==> config.mk <==
export PLATFORM = sky130hd
export DESIGN_NAME = dqr_ctrl
export DESIGN_NICKNAME = d
export VERILOG_FILES = /design/src/rtl/dqr_pkg.sv /design/src/rtl/dqr_ctrl.sv
export SDC_FILE = /design/constraint.sdc
export NUM_CORES = 1
export LEC_CHECK = 0
export BUFFER_PORTS_ARGS = -buffer_cell sky130_fd_sc_hd__clkbuf_2
export CAP_MARGIN = 0
export CORE_AREA = 8 8 45 47
export DETAILED_ROUTE_END_ITERATION = 12
export DIE_AREA = 0 0 53 55
export GPL_TIMING_DRIVEN = 0
export REMOVE_ABC_BUFFERS = 1
export SETUP_SLACK_MARGIN = 0.15
export SKIP_LAST_GASP = 1
export SLEW_MARGIN = 10
export SYNTH_ARGS = -nofsm -noshare
export SYNTH_HDL_FRONTEND = slang
export SYNTH_SLANG_ARGS = --single-unit
export TNS_END_PERCENT = 100
==> constraint.sdc <==
create_clock -name clk_i -period 2.6 [get_ports clk_i]
set_clock_uncertainty 0.15 [all_clocks]
set_input_delay 0.65 -clock clk_i [delete_from_list [all_inputs] [get_ports clk_i]]
set_output_delay 0.65 -clock clk_i [all_outputs]
set_load 0.01 [all_outputs]
==> src/rtl/dqr_pkg.sv <==
// shared types and constants for the deque with reverse
package dqr_pkg;

  localparam int unsigned DATA_W   = 32;
  localparam int unsigned MODE_W   = 3;
  localparam int unsigned STATUS_W = 2;

  typedef enum logic [MODE_W-1:0] {
    MODE_POP_BACK   = 3'd0,
    MODE_POP_FRONT  = 3'd1,
    MODE_REVERSE    = 3'd2,
    MODE_PUSH_BACK  = 3'd3,
    MODE_PUSH_FRONT = 3'd4
  } mode_e;

  typedef enum logic [STATUS_W-1:0] {
    ST_POPPED = 2'd0,
    ST_EMPTY  = 2'd1,
    ST_FULL   = 2'd2
  } status_e;

  typedef enum logic {
    S_IDLE = 1'b0,
    S_READ = 1'b1
  } state_e;

  // controller to datapath
  typedef struct packed {
    logic    push;
    logic    pop;
    logic    flip;
    logic    front;
    logic    err_valid;
    status_e err_code;
    logic    capture;
  } cmd_t;

  // datapath to controller
  typedef struct packed {
    logic empty;
    logic full;
    logic rsp_busy;
  } sts_t;

endpackage

==> src/rtl/dqr_ctrl.sv <==
// controller: decodes the operation and sequences the ram read of a pop
module dqr_ctrl (
  input  logic                       clk_i,
  input  logic                       rst_ni,
  input  logic                       in_valid_i,
  output logic                       in_ready_o,
  input  logic [dqr_pkg::MODE_W-1:0] mode_i,
  input  dqr_pkg::sts_t              sts_i,
  output dqr_pkg::cmd_t              cmd_o
);

  dqr_pkg::state_e state_q, state_d;
  logic            fire;
  logic            pop_go;

  assign in_ready_o = (state_q == dqr_pkg::S_IDLE) && !sts_i.rsp_busy;
  assign fire       = in_valid_i && in_ready_o;

  // a pop of a non-empty queue goes on to wait for the ram
  always_comb begin
    pop_go = 1'b0;
    unique case (dqr_pkg::mode_e'(mode_i)) inside
      dqr_pkg::MODE_POP_BACK,
      dqr_pkg::MODE_POP_FRONT: pop_go = !sts_i.empty;
      default:                 pop_go = 1'b0;
    endcase
  end

  always_comb begin
    state_d = state_q;
    unique case (state_q)
      dqr_pkg::S_IDLE: begin
        if (fire && pop_go) begin
          state_d = dqr_pkg::S_READ;
        end
      end
      dqr_pkg::S_READ: state_d = dqr_pkg::S_IDLE;
      default:         state_d = dqr_pkg::S_IDLE;
    endcase
  end

  always_comb begin
    cmd_o = '0;
    cmd_o.err_code = dqr_pkg::ST_POPPED;
    unique case (state_q)
      dqr_pkg::S_IDLE: begin
        if (fire) begin
          unique case (dqr_pkg::mode_e'(mode_i)) inside
            dqr_pkg::MODE_POP_BACK,
            dqr_pkg::MODE_POP_FRONT: begin
              cmd_o.front = (mode_i == dqr_pkg::MODE_POP_FRONT);
              if (sts_i.empty) begin
                cmd_o.err_valid = 1'b1;
                cmd_o.err_code  = dqr_pkg::ST_EMPTY;
              end else begin
                cmd_o.pop = 1'b1;
              end
            end
            dqr_pkg::MODE_REVERSE: cmd_o.flip = 1'b1;
            dqr_pkg::MODE_PUSH_BACK,
            dqr_pkg::MODE_PUSH_FRONT: begin
              cmd_o.front = (mode_i == dqr_pkg::MODE_PUSH_FRONT);
              if (sts_i.full) begin
                cmd_o.err_valid = 1'b1;
                cmd_o.err_code  = dqr_pkg::ST_FULL;
              end else begin
                cmd_o.push = 1'b1;
              end
            end
            default: ; // unused codes are consumed with no effect
          endcase
        end
      end
      dqr_pkg::S_READ: cmd_o.capture = 1'b1;
      default: ;
    endcase
  end

  always_ff @(posedge clk_i or negedge rst_ni) begin
    if (!rst_ni) begin
      state_q <= dqr_pkg::S_IDLE;
    end else begin
      state_q <= state_d;
    end
  end

endmodule

==> results of run 1 <==
-- synth_stat cells --
| master | instances |
|---|---|
| xnor2_1 | 1 |
| a31oi_1 | 1 |
| nor3b_2 | 1 |
| or3b_1 | 2 |
| nor4b_1 | 1 |
| nor3_1 | 1 |
| dfrtp_1 | 1 |
| a211oi_1 | 2 |
| inv_1 | 1 |
| nor2_1 | 2 |
| buf_4 | 3 |
| or3b_2 | 1 |
| nand4b_1 | 1 |
| nand3b_1 | 1 |
| or4b_4 | 1 |
| nand4bb_1 | 1 |
-- final cells by class --
type	instances	area, um2	area share
multi-input combinational	16	173	0.533
inverter	1	3.75	0.0116
sequential	1	25.0	0.0772
tap	16	20.0	0.0618
timing repair buffer	17	103	0.317
-- where the power goes --
part / leakage, nW / internal [mW] / total, mW / switching [mW]
clock: 0 / 0 / 0 / 0
combinational: 0.131 / 0.0183 / 0.0362 / 0.0179
sequential: 0.0139 / 0.0161 / 0.0163 / 0.000236
total: 0.145 / 0.0344 / 0.0525 / 0.0181
-- how the worst max path moves through the flow --
stage | from | endpoint | slack [ns] | depth (start not counted)
2_1_floorplan | sts_i[0] | cmd_o[5] | 0.28 | 2
3_3_place_gp | mode_i[1] | cmd_o[6] | 0.07 | 4
3_5_place_dp | mode_i[1] | cmd_o[6] | 0.01 | 4
4_1_cts | mode_i[1] | cmd_o[6] | 0.13 | 4
5_1_grt | mode_i[2] | cmd_o[7] | 0.11 | 4
6_report | mode_i[1] | cmd_o[1] | 0.15 | 4
-- metrics by stage --
stage | cell area (um2) | hold WS [ns] | cells | setup slack, ns | utilization
6_report | 324 | 0.275 | 51 | 0.155 | 0.234
5_1_grt | 324 | 0.279 | 51 | 0.111 | 0.234
4_1_cts | 285 | 0.276 | 51 | 0.134 | 0.206
3_5_place_dp | 265 | 0.276 | 51 | 0.0144 | 0.192
3_3_place_gp | 265 | 0.276 | 51 | 0.0651 | 0.192
2_1_floorplan | 160 | 0.204 | 18 | 0.276 | -
-- routing by layer --
metal / wire, um / global-route usage
met2: 247 / 0.0508
met4: 0 / 0
met3: 98 / 0.0187
met5: 0 / 0
met1: 296 / 0.0514
-- cells by family (layout without fill, tap and decap cells) --
family                    Yosys count  in the layout  synth area share
xor gates and xnor gates            1              1            0.0480
and+or+nand+nor                    12             12             0.555
AOI/OAI and AO/OA                   3              3             0.116
DFF                                 1              1             0.137
buffers and inverters               4             18             0.144
-- timing repair --
action                                  in CTS  in global routing
pin swaps                                    2                  1
endpoints found under the setup margin       3                  6
resized for setup                            3                 16
hold buffers                                 0                  0
==> metrics.csv, run 1 <==
stage;metric;value;unit
run_status;status;complete, no violations;
synth;register area share after synthesis;0.137;
synth;Synth area leader;dfrtp_1;
setup_path;CP Capture Type;primary output;
route;DRC;0;
setup_path;Max FO, Critical Path;7;
cells_and_area;Largest regs;state_q (1);
timing;RSZ-0062 raised after global routing;yes;
job;Max Cap Viol;0;
setup_path;worst reg2reg endpoint;state_q;
setup_path;WP buf/inv;2;
setup_path;R2R depth;2;
hold_path;HP Class;primary input to asynchronous set/reset pin;
die;die area;2920;um2
timing;final worst-path cycle share;0.940;
timing;Final setup viols;0;
clocking;clock slew at the register clock pins of the worst setup and hold paths;0;ns
timing;Hold Violations, Final;0;
cells_and_area;max reg flops;1;
synth;yosys warns;0;
setup_path;critical path arrival;1.65;ns
timing;setup_tns;0;ns
timing;fmax;409;MHz
setup_path;startpoint types;primary input;
die;Starting Density;0.132;
synth;mean area per synthesized cell;8.70;um2
cells_and_area;Total Nets Final;46;
route;Iter 0 DRT Violations;6;
cells_and_area;Layout area overhead;77.4;%
timing;Tmin final;2.45;ns
die;core region area;1380;um2
clocking;postcts setup bufs;0;
route;Total Wirelength;642;um
setup_path;FF-to-FF setup slack;1.31;ns
synth;Yosys reg bits;1;
grt;largest net degree at the start of global routing;10;
setup_path;CP max stage delay;0.55;ns
die;Die Ht;55;um
cells_and_area;# fillers;152;
die;Die X;53;um
synth;Yosys cell types;16;
cells_and_area;layout cell share with drive strength beyond 1;0.743;
setup_path;worst reg2reg path startpoint;state_q;
power;total power;0.0525;mW
setup_path;Critical Path RT;1.80;ns
synth;Yosys top cell area share;0.137;
cells_and_area;commonest cells after routing, fill and taps aside;clkbuf_2, buf_2, or3b_4, nor2_1, a211oi_2;
cells_and_area;Reg with most FFs;state_q;
synth;top area cells in the synthesized netlist;dfrtp_1, buf_4, or3b_1;
grt;Total Routing Usage GR;0.0366;
timing;Worst-Margin Slew;0.182;ns
place;post-detail-place hpwl;507;um
route;DR vias/cell;4.33;
setup_path;critical path type;primary input to primary output;
place;RePlAce Congestion;0.688;
timing;max_slew headroom;0.878;
setup_path;critical path's slowest cell;or4b_4;
setup_path;crit path cell chain;clkbuf_8, or4b_4, nor3b_2, buf_2;
synth;mapped cell area;183;um2
route;number of routed nets with antenna violations;0;
grt;first-pass GRT wire length;897;um
grt;gr ovfl total;0;
route;WL per Instance;12.6;um
route;Via Count;221;
synth;Syn Inst Count;21;
power;Leak Pwr;0.145;nW
die;row count;14;
power;Power Dens Cells;162;nW/um2
die;# IOs;18;
place;IO buf count;17;
clocking;clk_lat worst skew;0;ns
route;total iterations of the first detailed-routing run;3;
cells_and_area;ant diodes;0;
power;Worst VDD drop;85.3;uV
grt;initial antenna violation count;0;
setup_path;family with the most delay on the worst path;simple AND/OR/NAND/NOR gates;
timing;max-slew violation count;0;
grt;vias in the first global route;214;
cells_and_area;most common cell after layout, fill and taps aside;clkbuf_2;
(Power assumes the default switching activity.)
==> inputs of run 2 (changes only) <==
--- a/config.mk
+++ b/config.mk
@@ -11,6 +11,7 @@
 export DETAILED_ROUTE_END_ITERATION = 12
 export DIE_AREA = 0 0 53 55
 export GPL_TIMING_DRIVEN = 0
+export PLACE_DENSITY_LB_ADDON = 0.05
 export REMOVE_ABC_BUFFERS = 1
 export SETUP_SLACK_MARGIN = 0.15
 export SKIP_LAST_GASP = 1
==> constraint.sdc (replaced) <==
create_clock -name clk_i -period 2.6 [get_ports clk_i]
set_clock_uncertainty 0.15 [all_clocks]
set_input_delay 0.13 -clock clk_i [delete_from_list [all_inputs] [get_ports clk_i]]
set_output_delay 0.13 -clock clk_i [all_outputs]
set_load 0.01 [all_outputs]
==> metrics.csv, run 2 (synthesis results as in run 1) <==
stage;metric;value;unit;change
run_status;status;complete, no violations;;unchanged
power;proportion of power drawn by combinational gates;0.635;;was 0.689
setup_path;WP buf/inv;1;;was 2
route;DR vias/cell;4.12;;was 4.33
grt;Total Routing Usage GR;0.0393;;was 0.0366
setup_path;critical path arrival;1.27;ns;was 1.65 ns
hold_path;HP Class;primary input to flop;;was primary input to asynchronous set/reset pin
timing;Tmin final;1.55;ns;was 2.45 ns
die;Die Ht;55;um;unchanged
die;core region area;1380;um2;unchanged
route;Total Wirelength;619;um;was 642 um
setup_path;Critical Path RT;2.32;ns;was 1.80 ns
setup_path;startpoint types;flop;;was primary input
timing;worst hold margin;0.179;ns;was 0.275 ns
setup_path;Max FO, Critical Path;4;;was 7
grt;first-pass GRT wire length;972;um;was 897 um
cells_and_area;max reg flops;1;;unchanged
die;Die X;53;um;unchanged
setup_path;launch point of the worst path;state_q;;was mode_i[1]
timing;RSZ-0062 raised after global routing;no;;was yes
power;sw power;0.0144;mW;was 0.0181 mW
power;share of power burned in registers;0.365;;was 0.311
power;Worst VDD drop;94.9;uV;was 85.3 uV
grt;gr ovfl total;0;;unchanged
setup_path;family with the most delay on the worst path;simple AND/OR/NAND/NOR gates;;unchanged
power;total power;0.0447;mW;was 0.0525 mW
cells_and_area;ant diodes;0;;unchanged
die;die area;2920;um2;unchanged
route;total iterations of the first detailed-routing run;2;;was 3
timing;max-slew violation count;0;;unchanged
clocking;clk_lat worst skew;0;ns;about the same
hold_path;HP Start;sts_i[2];;
setup_path;crit path cell chain;or4b_4, nor3_1, clkbuf_2;;was clkbuf_8, or4b_4, nor3b_2, buf_2
power;Power Dens Cells;162;nW/um2;about the same
clocking;clock slew at the register clock pins of the worst setup and hold paths;0;ns;about the same
timing;Worst-Margin Slew;0.253;ns;was 0.182 ns
timing;fmax;646;MHz;was 409 MHz
timing;final worst-path cycle share;0.595;;was 0.940
cells_and_area;Layout area overhead;50.7;%;was 77.4%
route;DRC;0;;unchanged
die;# IOs;18;;unchanged
route;number of routed nets with antenna violations;0;;unchanged
setup_path;CP max stage delay;0.52;ns;was 0.55 ns
route;WL per Instance;11.9;um;was 12.6 um
power;Leak Pwr;0.126;nW;was 0.145 nW
place;RePlAce Congestion;0.594;;was 0.688
timing;setup_tns;0;ns;unchanged
cells_and_area;Largest regs;state_q (1);;unchanged
cells_and_area;most common cell after layout, fill and taps aside;clkbuf_2;;unchanged
die;row count;14;;unchanged
timing;max_slew headroom;0.829;;was 0.878
timing;Hold Violations, Final;0;;unchanged
route;Iter 0 DRT Violations;2;;was 6
grt;vias in the first global route;224;;was 214
die;Starting Density;0.132;;unchanged
power;Internal;0.0303;mW;was 0.0344 mW
cells_and_area;Reg with most FFs;state_q;;unchanged
route;Via Count;214;;was 221
setup_path;critical path type;flop to primary output;;was primary input to primary output
clocking;postcts setup bufs;0;;unchanged
cells_and_area;fin util;0.199;;was 0.234
setup_path;critical path's slowest cell;or4b_4;;unchanged
place;IO buf count;17;;unchanged
cells_and_area;layout cell share with drive strength beyond 1;0.556;;was 0.743
timing;Final setup viols;0;;unchanged
cells_and_area;Total Nets Final;47;;was 46
job;Max Cap Viol;0;;unchanged
setup_path;worst reg2reg path startpoint;state_q;;unchanged
cells_and_area;commonest cells after routing, fill and taps aside;clkbuf_2, or3b_1, nor2_1, a211oi_1;;was clkbuf_2, buf_2, or3b_4, nor2_1, a211oi_2
setup_path;CP Capture Type;primary output;;unchanged
grt;largest net degree at the start of global routing;10;;unchanged
power;sw frac;0.322;;was 0.345
grt;initial antenna violation count;0;;unchanged
power;Clock power frac;0;;about the same
[run 2: changes by cell type in the layout (fill, tap and decap cells not counted), sizes merged]
cell | before | now
buf | 6 | 0
clkbuf | 11 | 17
dlygate4sd3 | 0 | 1
[run 2: power by group through the flow]
stage	sequential (mW)	combinational (mW)	clock, mW
finish	0.0163	0.0284	0
global route	0.0164	0.0314	0
CTS	0.0163	0.0290	0
detailed placement	0.0163	0.0276	0
global placement	0.0163	0.0272	0
floorplan	0.0164	0.0119	0
[run 2: stage by stage]
| step | setup WS, ns | area, um2 | instances |
|---|---|---|---|
| finish | 1.05 | 275 | 52 |
| CTS | 1.03 | 275 | 52 |
| detailed placement | 1.03 | 265 | 51 |
| floorplan | 1.04 | 160 | 18 |
| global route | 0.951 | 275 | 52 |
| global placement | 1.02 | 265 | 51 |
[run 2: final cells by class]
class,count,area (um2)
Multi-Input combinational cell,16,131
Timing Repair Buffer,18,95.1
Sequential cell,1,25.0
Tap cell,16,20.0
Fill cell,162,1110
Inverter,1,3.75
[run 2: what timing repair did]
item	in CTS	in global routing
hold endpoints to repair	1	0
hold buffers	1	0
resized for setup	0	0
[run 2: per-layer routing]
metal / vias to the layer above / wire length [um] / track usage
met5: - / 0 / 0
met4: 0 / 0 / 0
met3: 0 / 110 / 0.0214
met2: 13 / 235 / 0.0547
met1: 90 / 274 / 0.0545
li1: 111 / - / -
[run 2: path summary, 6_finish.rpt]
check	depth (start not counted)	slack, ns	to
worst max-delay path	3	1.05	cmd_o[6]
worst min-delay path	2	0.18	state_q
worst max register to register	2	1.25	state_q
worst min register to register	2	0.47	state_q
max in group asynchronous	2	1.92	state_q
min in group asynchronous	2	0.30	state_q
